[config.mk]
export PLATFORM = sky130hd
export DESIGN_NAME = counter_exponential_decay
export DESIGN_NICKNAME = d
export VERILOG_FILES = /design/src/sv/ced_pkg.sv /design/src/sv/ced_tick.sv /design/src/sv/ced_mult.sv /design/src/sv/ced_scale.sv /design/src/sv/counter_exponential_decay.sv
export SDC_FILE = /design/constraint.sdc
export NUM_CORES = 2
export LEC_CHECK = 0
export ABC_AREA = 1
export BUFFER_PORTS_ARGS = -buffer_cell sky130_fd_sc_hd__buf_4
export CORE_ASPECT_RATIO = 1.25
export CORE_MARGIN = 3
export CORE_UTILIZATION = 59
export DETAILED_ROUTE_END_ITERATION = 12
export MAX_ROUTING_LAYER = met4
export PLACE_DENSITY = 0.76
export SLEW_MARGIN = 20
export SYNTH_ARGS = -nofsm -noshare
export SYNTH_HDL_FRONTEND = slang
export SYNTH_SLANG_ARGS = --single-unit
[constraint.sdc]
create_clock -name aclk -period 19.3 [get_ports aclk]
set_input_delay 3.86 -clock aclk [delete_from_list [all_inputs] [get_ports aclk]]
set_output_delay 3.86 -clock aclk [all_outputs]
set_load 0.02 [all_outputs]
[src/sv/ced_pkg.sv]
// ============================================================================
// ced_pkg: shared types and constants for the counter decay pipeline
// Payload structs for both channels, inter-stage records and the factor table.
// ============================================================================
package ced_pkg;

    localparam int          TABLE_LOG      = 5;
    localparam int          WHOLE_W        = 5;
    localparam logic [31:0] BACKWARD_LIMIT = 32'hFFFF_FC00;

    typedef struct packed {
        logic [31:0] stamp_now;
        logic [31:0] stamp_prev;
        logic [31:0] load_in;
    } in_t;

    typedef struct packed {
        logic [31:0] load_out;
        logic [31:0] time_out;
        logic        time_advanced;
    } out_t;

    // Record after tick extraction.
    typedef struct packed {
        logic [31:0]          load;
        logic [31:0]          stamp_now;
        logic [31:0]          stamp_prev;
        logic                 advanced;
        logic                 clear;
        logic                 unity;
        logic [WHOLE_W-1:0]   whole;
        logic [TABLE_LOG-1:0] idx;
    } tick_t;

    // Record after the fraction multiply.
    typedef struct packed {
        logic [63:0]        product;
        logic [31:0]        load;
        logic [31:0]        stamp_now;
        logic [31:0]        stamp_prev;
        logic               advanced;
        logic               clear;
        logic               unity;
        logic [WHOLE_W-1:0] whole;
    } prod_t;

    // round(2^32 * 0.5^(k/32)); entry 0 would be 2^32, is stored as 0 and its product is bypassed.
    function automatic logic [31:0] decay_factor(input logic [TABLE_LOG-1:0] k);
        logic [31:0] f;
        begin
            unique case (k)
                5'd0:  f = 32'd0;
                5'd1:  f = 32'd4202935003;
                5'd2:  f = 32'd4112874773;
                5'd3:  f = 32'd4024744348;
                5'd4:  f = 32'd3938502376;
                5'd5:  f = 32'd3854108391;
                5'd6:  f = 32'd3771522796;
                5'd7:  f = 32'd3690706840;
                5'd8:  f = 32'd3611622603;
                5'd9:  f = 32'd3534232978;
                5'd10: f = 32'd3458501653;
                5'd11: f = 32'd3384393094;
                5'd12: f = 32'd3311872529;
                5'd13: f = 32'd3240905930;
                5'd14: f = 32'd3171459999;
                5'd15: f = 32'd3103502151;
                5'd16: f = 32'd3037000500;
                5'd17: f = 32'd2971923842;
                5'd18: f = 32'd2908241642;
                5'd19: f = 32'd2845924021;
                5'd20: f = 32'd2784941738;
                5'd21: f = 32'd2725266179;
                5'd22: f = 32'd2666869345;
                5'd23: f = 32'd2609723834;
                5'd24: f = 32'd2553802834;
                5'd25: f = 32'd2499080105;
                5'd26: f = 32'd2445529972;
                5'd27: f = 32'd2393127307;
                5'd28: f = 32'd2341847524;
                5'd29: f = 32'd2291666561;
                5'd30: f = 32'd2242560872;
                5'd31: f = 32'd2194507417;
            endcase
            return f;
        end
    endfunction

endpackage

[src/sv/ced_tick.sv]
// ============================================================================
// ced_tick: tick extraction stage
// Turns the elapsed time into ticks, whole half-lives and a table index.
// ============================================================================
module ced_tick #(
    parameter int HALVING_LOG  = 5,
    parameter int COUNTER_BITS = 32
) (
    input  logic                          aclk,
    input  logic                          aresetn,
    input  logic [4:0]                    tick_length_log,
    input  logic                          in_valid,
    output logic                          in_ready,
    input  ced_pkg::in_t                  in_data,
    output logic                          out_valid,
    input  logic                          out_ready,
    output ced_pkg::tick_t                out_data
);
    import ced_pkg::*;

    localparam logic [31:0] LOAD_MASK = 32'hFFFF_FFFF >> (32 - COUNTER_BITS);
    localparam logic [31:0] FRAC_MASK = (32'd1 << HALVING_LOG) - 32'd1;
    localparam int          UP        = (HALVING_LOG <= TABLE_LOG) ?
                                        (TABLE_LOG - HALVING_LOG) : 0;
    localparam int          DOWN      = (HALVING_LOG > TABLE_LOG) ?
                                        (HALVING_LOG - TABLE_LOG) : 0;

    logic        valid_reg;
    tick_t       data_reg;
    tick_t       data_next;
    logic [31:0] ticks;
    logic [31:0] whole_full;
    logic [31:0] frac_scaled;
    logic        advanced;

    always_comb begin
        ticks       = (in_data.stamp_now - in_data.stamp_prev) >> tick_length_log;
        // Huge tick counts mean the clock ran backwards: treat as no ticks.
        advanced    = (ticks != 32'd0) && (ticks <= BACKWARD_LIMIT);
        whole_full  = ticks >> HALVING_LOG;
        frac_scaled = ((ticks & FRAC_MASK) << UP) >> DOWN;

        data_next.load       = in_data.load_in & LOAD_MASK;
        data_next.stamp_now  = in_data.stamp_now;
        data_next.stamp_prev = in_data.stamp_prev;
        data_next.advanced   = advanced;
        data_next.clear      = advanced && (whole_full >= 32'(COUNTER_BITS));
        data_next.idx        = frac_scaled[TABLE_LOG-1:0];
        data_next.unity      = (frac_scaled[TABLE_LOG-1:0] == '0);
        data_next.whole      = whole_full[WHOLE_W-1:0];
    end

    assign in_ready  = !valid_reg || out_ready;
    assign out_valid = valid_reg;
    assign out_data  = data_reg;

    always_ff @(posedge aclk) begin
        if (!aresetn) begin
            valid_reg <= 1'b0;
        end else if (in_ready) begin
            valid_reg <= in_valid;
        end
    end

    always_ff @(posedge aclk) begin
        if (in_ready && in_valid) begin
            data_reg <= data_next;
        end
    end

endmodule

[src/sv/ced_mult.sv]
// ============================================================================
// ced_mult: fraction multiply stage
// Multiplies the counter by the table factor for the fractional half-lives.
// ============================================================================
module ced_mult (
    input  logic            aclk,
    input  logic            aresetn,
    input  logic            in_valid,
    output logic            in_ready,
    input  ced_pkg::tick_t  in_data,
    output logic            out_valid,
    input  logic            out_ready,
    output ced_pkg::prod_t  out_data
);
    import ced_pkg::*;

    logic  valid_reg;
    prod_t data_reg;
    prod_t data_next;

    always_comb begin
        data_next.product    = 64'(in_data.load) * 64'(decay_factor(in_data.idx));
        data_next.load       = in_data.load;
        data_next.stamp_now  = in_data.stamp_now;
        data_next.stamp_prev = in_data.stamp_prev;
        data_next.advanced   = in_data.advanced;
        data_next.clear      = in_data.clear;
        data_next.unity      = in_data.unity;
        data_next.whole      = in_data.whole;
    end

    assign in_ready  = !valid_reg || out_ready;
    assign out_valid = valid_reg;
    assign out_data  = data_reg;

    always_ff @(posedge aclk) begin
        if (!aresetn) begin
            valid_reg <= 1'b0;
        end else if (in_ready) begin
            valid_reg <= in_valid;
        end
    end

    always_ff @(posedge aclk) begin
        if (in_ready && in_valid) begin
            data_reg <= data_next;
        end
    end

endmodule

[src/sv/ced_scale.sv]
// ============================================================================
// ced_scale: rounding and half-life shift stage
// Rounds and shifts by whole half-lives, clears or passes the load; holds it.
// ============================================================================
module ced_scale (
    input  logic            aclk,
    input  logic            aresetn,
    input  logic            in_valid,
    output logic            in_ready,
    input  ced_pkg::prod_t  in_data,
    output logic            out_valid,
    input  logic            out_ready,
    output ced_pkg::out_t   out_data
);
    import ced_pkg::*;

    logic        valid_reg;
    out_t        data_reg;
    out_t        data_next;
    logic [31:0] rounded;
    logic [31:0] mantissa;

    always_comb begin
        // Round at bit 31 and keep the top word; cannot carry out of 32 bits.
        rounded  = in_data.product[63:32] + {31'd0, in_data.product[31]};
        mantissa = in_data.unity ? in_data.load : rounded;

        data_next.time_advanced = in_data.advanced;
        data_next.time_out      = in_data.advanced ? in_data.stamp_now : in_data.stamp_prev;
        if (!in_data.advanced) begin
            data_next.load_out = in_data.load;
        end else if (in_data.clear) begin
            data_next.load_out = 32'd0;
        end else begin
            data_next.load_out = mantissa >> in_data.whole;
        end
    end

    assign in_ready  = !valid_reg || out_ready;
    assign out_valid = valid_reg;
    assign out_data  = data_reg;

    always_ff @(posedge aclk) begin
        if (!aresetn) begin
            valid_reg <= 1'b0;
        end else if (in_ready) begin
            valid_reg <= in_valid;
        end
    end

    always_ff @(posedge aclk) begin
        if (in_ready && in_valid) begin
            data_reg <= data_next;
        end
    end

endmodule

[src/sv/counter_exponential_decay.sv]
// ============================================================================
// counter_exponential_decay: streaming decay of rate-limiter load counters
// Three-stage pipeline: tick extraction, fraction multiply, round and shift.
// ============================================================================
// Usage:
//   s_valid/s_ready/s_data carry one counter: time now, time of last decay
//   and the counter value. m_valid/m_ready/m_data return the decayed value,
//   the new last-update time and a flag telling whether time advanced.
//   cfg_wr_en/cfg_wr_data write tick_length_log; write it only while idle.
//   A counter taken on s_data passes the tick, multiply and scale registers
//   in that order before it is presented on m_data. Throughput: one counter
//   per cycle while m_ready is high; the 32x32 multiply sits in a single stage.
//   Every stage holds its own valid bit; a stalled receiver backs up the
//   stages one by one, and s_ready drops only when all three are full.
//   Nothing is lost or repeated across a stall.
//   Reset clears all valid bits and sets tick_length_log to 0.
// ============================================================================
module counter_exponential_decay #(
    parameter int HALVING_LOG  = 5,
    parameter int COUNTER_BITS = 32
) (
    input  logic           aclk,
    input  logic           aresetn,
    input  logic           cfg_wr_en,
    input  logic [4:0]     cfg_wr_data,
    input  logic           s_valid,
    output logic           s_ready,
    input  ced_pkg::in_t   s_data,
    output logic           m_valid,
    input  logic           m_ready,
    output ced_pkg::out_t  m_data
);
    import ced_pkg::*;

    logic [4:0] tick_length_log_reg;

    logic  tick_valid;
    logic  tick_ready;
    tick_t tick_data;
    logic  prod_valid;
    logic  prod_ready;
    prod_t prod_data;

    always_ff @(posedge aclk) begin
        if (!aresetn) begin
            tick_length_log_reg <= 5'd0;
        end else if (cfg_wr_en) begin
            tick_length_log_reg <= cfg_wr_data;
        end
    end

    ced_tick #(
        .HALVING_LOG  (HALVING_LOG),
        .COUNTER_BITS (COUNTER_BITS)
    ) u_tick (
        .aclk            (aclk),
        .aresetn         (aresetn),
        .tick_length_log (tick_length_log_reg),
        .in_valid        (s_valid),
        .in_ready        (s_ready),
        .in_data         (s_data),
        .out_valid       (tick_valid),
        .out_ready       (tick_ready),
        .out_data        (tick_data)
    );

    ced_mult u_mult (
        .aclk      (aclk),
        .aresetn   (aresetn),
        .in_valid  (tick_valid),
        .in_ready  (tick_ready),
        .in_data   (tick_data),
        .out_valid (prod_valid),
        .out_ready (prod_ready),
        .out_data  (prod_data)
    );

    ced_scale u_scale (
        .aclk      (aclk),
        .aresetn   (aresetn),
        .in_valid  (prod_valid),
        .in_ready  (prod_ready),
        .in_data   (prod_data),
        .out_valid (m_valid),
        .out_ready (m_ready),
        .out_data  (m_data)
    );

`ifndef SYNTH
    // Backpressure reaches the input only when every stage is occupied.
    assert property (@(posedge aclk) disable iff (!aresetn)
        !s_ready |-> (tick_valid && prod_valid && m_valid && !m_ready))
        else $error("input stalled while a stage was free");

    // A cleared counter must come from an item whose time advanced.
    assert property (@(posedge aclk) disable iff (!aresetn)
        (tick_valid && tick_data.clear) |-> tick_data.advanced)
        else $error("clear set without time advance");

    // The bypassed factor must match a zero table index.
    assert property (@(posedge aclk) disable iff (!aresetn)
        tick_valid |-> (tick_data.unity == (tick_data.idx == '0)))
        else $error("unity flag disagrees with table index");

    // An item waiting in the multiply stage moves on once the output frees up.
    assert property (@(posedge aclk) disable iff (!aresetn)
        (prod_valid && prod_ready) |=> m_valid)
        else $error("multiply result lost on its way to the output");
`endif

endmodule
## Word level (Yosys, flattened, before mapping)

Memory sizes are Yosys's and may differ from the RTL's. A register that Yosys moved wholly into a read port is not among the register bits.
Cells that the tools add are included.

- Logic and storage cells: 49
- Bits in read-only memories: 1024
- Memories: 1
- Bits of input ports: 106
- Register bits after elaboration: 350
- Output and inout bits: 67

- Order comparisons: 2
- Add/subtract/negate cells: 2
- Reductions and logical operators: 13
- Multiplexer cells: 5
- Multipliers: 1
- Shifts and indexed selects: 2

Memories:

| name | depth | width | read ports | clocked after Yosys merged registers in | wr ports | RTL line | RTL |
|---|---|---|---|---|---|---|---|
| (no name shown) | 32 | 32 | 1 | 1 | 0 | ced_pkg.sv:51 | `unique case (k)` |

Operators with widths:

| cell | count |
|---|---|
| two-way mux 32 bit | 4 |
| multiplier 32 x 32 -> 64 bit | 1 |
| right shift 32 x 5 -> 32 bit | 2 |
| adder 32 x 1 -> 32 bit | 1 |
| less-or-equal comparator 32 bit (second input constant) | 1 |
| nonzero test 32 bit | 1 |
| subtractor 32 bit | 1 |
| >= comparator 27 x 6 -> 1 bit (second input constant) | 1 |
| logical AND 1 bit | 5 |
| zero test 5 bit | 1 |
| two-way mux 5 bit | 1 |
| zero test 1 bit | 3 |
| logical OR 1 bit | 3 |

## Logic depth before layout (Yosys ltp)

- Word-level depth: 6
- Depth in mapped cells: 32
- Mapped depth without buffers: 31

## Cells and area by module

Synthesis repeated with hierarchy kept, for this count alone.

- Cell total of the unflattened synthesis: 7004
- Area, all modules: 54946.4 um^2

By module, submodules not included:

| module | cells each | sequential area each (um^2) | times used | area each (um^2) |
|---|---|---|---|---|
| ced_mult | 4817 | 5064.9 | 1 | 40331.2 |
| ced_tick | 1198 | 3293.2 | 1 | 8443.1 |
| ced_scale | 958 | 1971.9 | 1 | 5967.0 |
| counter_exponential_decay | 31 | 100.1 | 1 | 205.2 |

## Worst setup path before layout

OpenSTA, ideal clock, no wires.

- Path kind: input to output
- Start point: input m_ready
- End point: output s_ready
- Data arrival time: 4248 ps
- Cell stages on the path: 4
- Slack: 11192 ps
- Path buffers: 0
- Data required time: 15440 ps
- Cells stage by stage: inv_1 -> nand2_1 -> nor2_1 -> nand2_1

- Longest elaborated chain between the ends: 3

RTL lines:

| what | RTL line | RTL |
|---|---|---|
| start, declared | counter_exponential_decay.sv:30 | `input logic m_ready,` |
| logical OR 1 bit | ced_scale.sv:39 | `assign in_ready = !valid_reg \|\| out_ready;` |
| logical OR 1 bit | ced_mult.sv:32 | `assign in_ready = !valid_reg \|\| out_ready;` |
| logical OR 1 bit | ced_tick.sv:53 | `assign in_ready = !valid_reg \|\| out_ready;` |
| end, declared | counter_exponential_decay.sv:27 | `output logic s_ready,` |

Every way passes these cells.

## Final worst setup path

Ends and elaborated chain as after synthesis.

==> flow_summary_export.csv <==
group,metric,value,unit
outcome,run_status,"finished, final reports clean",
route,dr.first_iter.drc_count,3532,
setup_path,worstPathMaxFanout,3,
cells_and_area,layout-area-overhead-vs-synth,6.47,%
setup_path,endpoint_kind,"primary output",
yosys,yosys_warnings,0,
timing,layout_min_cycle_time,8.39,ns
timing,maxSlewViolCount,0,
setup_path,critical_path.startpoint_type,"input port",
cells_and_area,final_layout_size_suffix_gt1_share,5.79,%
timing,upper_clock_frequency_limit,119,MHz
cells_and_area,finalNetCount,8207,
yosys,post_syn_area,54000,um^2
yosys,synth_seq_area_share,18.8,%
yosys,synth.top_cells.by_area,"sky130_fd_sc_hd__fa_1 (33%), sky130_fd_sc_hd__edfxtp_1 (17%), sky130_fd_sc_hd__nand2_1 (14%), sky130_fd_sc_hd__inv_1 (12%), sky130_fd_sc_hd__ha_1 (7.1%)",
route,drt-wirelength-per-cell,18.9,um
cells_and_area,flip_flop_count_of_the_largest_register_after_layout,137,
yosys,post_synth_num_cell_types,56,
yosys,yosys-top-cells-count,"sky130_fd_sc_hd__nand2_1 (2029), sky130_fd_sc_hd__inv_1 (1780), sky130_fd_sc_hd__fa_1 (896)",
global_route,antenna_found_initial,6,
clock_tree,tritoncts_clock_tree,"done",
floorplanning,die_height,344,um
clock_tree,cts_max_level,2,
timing,timing.setup.tns,0,ns
place,dp_hpwl,119,mm
floorplanning,die_footprint,95200,um^2
place,finalWeightedCongestion,0.969,
route,drtAntennaViolNets,0,
yosys,synth_top_area_share,33.2,%
global_route,grt_overflow,0,
timing,setup_violations,0,
route,postRouteWirelength,153,mm
yosys,ys_dominant_reg_cell,"sky130_fd_sc_hd__edfxtp_1",
timing,fin_skew,0.0574,ns
global_route,grt_max_degree,89,
timing,final_min_period_over_clock_period,43.5,%
yosys,largest_area_contributor_in_the_synthesized_netlist,"sky130_fd_sc_hd__fa_1",
route,drt_pass1_iterations,8,
clock_tree,cts_repair_resize_count,0,
floorplanning,floorplan.die.width,277,um
yosys,post-synth-top-count-cell,"sky130_fd_sc_hd__nand2_1",
setup_path,critical_path_class,"input port to primary output",
clock_tree,cts_buffers,40,
global_route,groute.usage.overall,33.7,%
timing,timing.slew.headroom,27.5,%
timing,grt_setup_unrepaired,"false",
setup_path,worst-endpoint-arrival,4.53,ns
route,route.detailed.drc,0,
setup_path,cp_data_required_time,15.44,ns
clock_tree,clock_slew_at_the_register_clock_pins_of_the_worst_setup_and_hold_paths,0.06,ns
timing,tightestPinTransition,1.09,ns
route,met2_wirelength,78.7,mm
floorplanning,core_area,90300,um^2
floorplanning,start_util,59.8,%
route,wl_met1,56.5,mm
route,highest_layer,"met4",
clock_tree,clock_sink_count,351,
route,routed-wl-met3,9.40,mm
floorplanning,io_pins,173,
global_route,first_global_vias,46700,
min_path,worst_hold_path_class,"flop to flop",
clock_tree,cts-root-to-sink-buffers,3,
clock_tree,cts.root.buffer_cell,"sky130_fd_sc_hd__clkbuf_16",
yosys,postSynth.asyncResetShare,0,%
yosys,cell_count_after_synthesis,6899,
place,port-buffer-count,172,
global_route,grt_first_pass_wirelength,245,mm
yosys,number_of_synthesized_register_bits,351,
yosys,synth-edff-count,311,
yosys,synthesis.nets,8206,
route,vias,44600,
timing,timing.final.hold_violations,0,
clock_tree,cts_hold_buf,0,
route,viasPerCell,5.49,
clock_tree,clock_latency,0.59,ns
yosys,postSynthAreaPerCell,7.83,um^2
flow_run,cap_violations,0,
clock_tree,post_cts_buffers,0,
floorplanning,floorplan.rows,123,
## per-stage QoR
stage | hold slack, ns | setup WS, ns | cells | area (um^2) | util, %
6_report | 0.412 | 10.91 | 8122 | 57500 | 63.6
5_1_grt | 0.418 | 10.81 | 8122 | 57500 | 63.6
4_1_cts | 0.413 | 10.90 | 8118 | 57500 | 63.6
3_5_place_dp | 0.405 | 10.90 | 8045 | 56200 | 62.2
3_3_place_gp | 0.401 | 10.88 | 8045 | 56200 | 62.2
2_1_floorplan | 0.400 | 11.19 | 6899 | 54000 | -
## cells in the final DEF (no fill, tap or decap), drive strengths merged, types with 4 or more instances in the layout
master	synthesis	layout
o21bai	4	4
nand3	484	484
nor2	228	228
o21ai	138	138
nand4	28	28
dfxtp	40	40
o221ai	4	4
or2	20	20
xor2	42	42
nor4	9	9
inv	1788	1790
diode	0	4
xnor2	17	17
nand3b	4	4
buf	49	250
ha	305	305
a31oi	23	23
clkinvlp	0	5
clkinv	5	20
o21a	11	11
clkbuf	242	50
nand2	2049	2049
a21oi	137	137
edfxtp	311	311
o211ai	17	17
nor3	24	24
fa	896	896
a21o	5	5
## worst paths after layout
path                  startpoint  cells past startpoint              endpoint  slack [ns]
max                      m_ready                      6               s_ready       10.91
min          u_tick.out_data[58]                      0   u_mult.out_data[53]        0.41
max reg2reg  u_tick.out_data[96]                     27  u_mult.out_data[160]       11.40
min reg2reg  u_tick.out_data[58]                      0   u_mult.out_data[53]        0.41
## cell type report
cell class	count	area [um^2]
clock inverters	23	211
flip-flops and latches	351	10100
clock buffers	50	1070
fillers	7717	32900
diodes	4	10.0
inverters	1793	6740
repair buffers	250	1880
well taps	1187	1490
multi-input cells	4464	35900
## cell families (layout without fill, tap and decap cells)
family | Yosys count | after routing | share of synthesized area, %
mux | 1 | 1 | 0.0185
compound gates | 351 | 351 | 3.60
xor+xnor | 59 | 59 | 0.957
other cells | 0 | 4 | 0
buf+inv | 2084 | 2116 | 14.7
flops | 351 | 351 | 18.8
simple gates | 2852 | 2852 | 21.7
fa+ha+maj | 1201 | 1201 | 40.3
## worst max-delay path: stages
cell and delay, ns:
sky130_fd_sc_hd__buf_4 0.11, sky130_fd_sc_hd__inv_1 0.10, sky130_fd_sc_hd__nand2_1 0.08, sky130_fd_sc_hd__nor2_1 0.12, sky130_fd_sc_hd__nand2_1 0.10, sky130_fd_sc_hd__buf_4 0.17
## per-layer routing
| metal | global-route usage, % | vias to the layer above |
|---|---|---|
| li1 | - | 20400 |
| met3 | 3.91 | 518 |
| met5 | - | - |
| met4 | 16.2 | 0 |
| met2 | 59.1 | 1824 |
| met1 | 38.8 | 21800 |
Power is not shown: default switching activity piles up to over one toggle a cycle in this logic, so the estimate is an artifact.
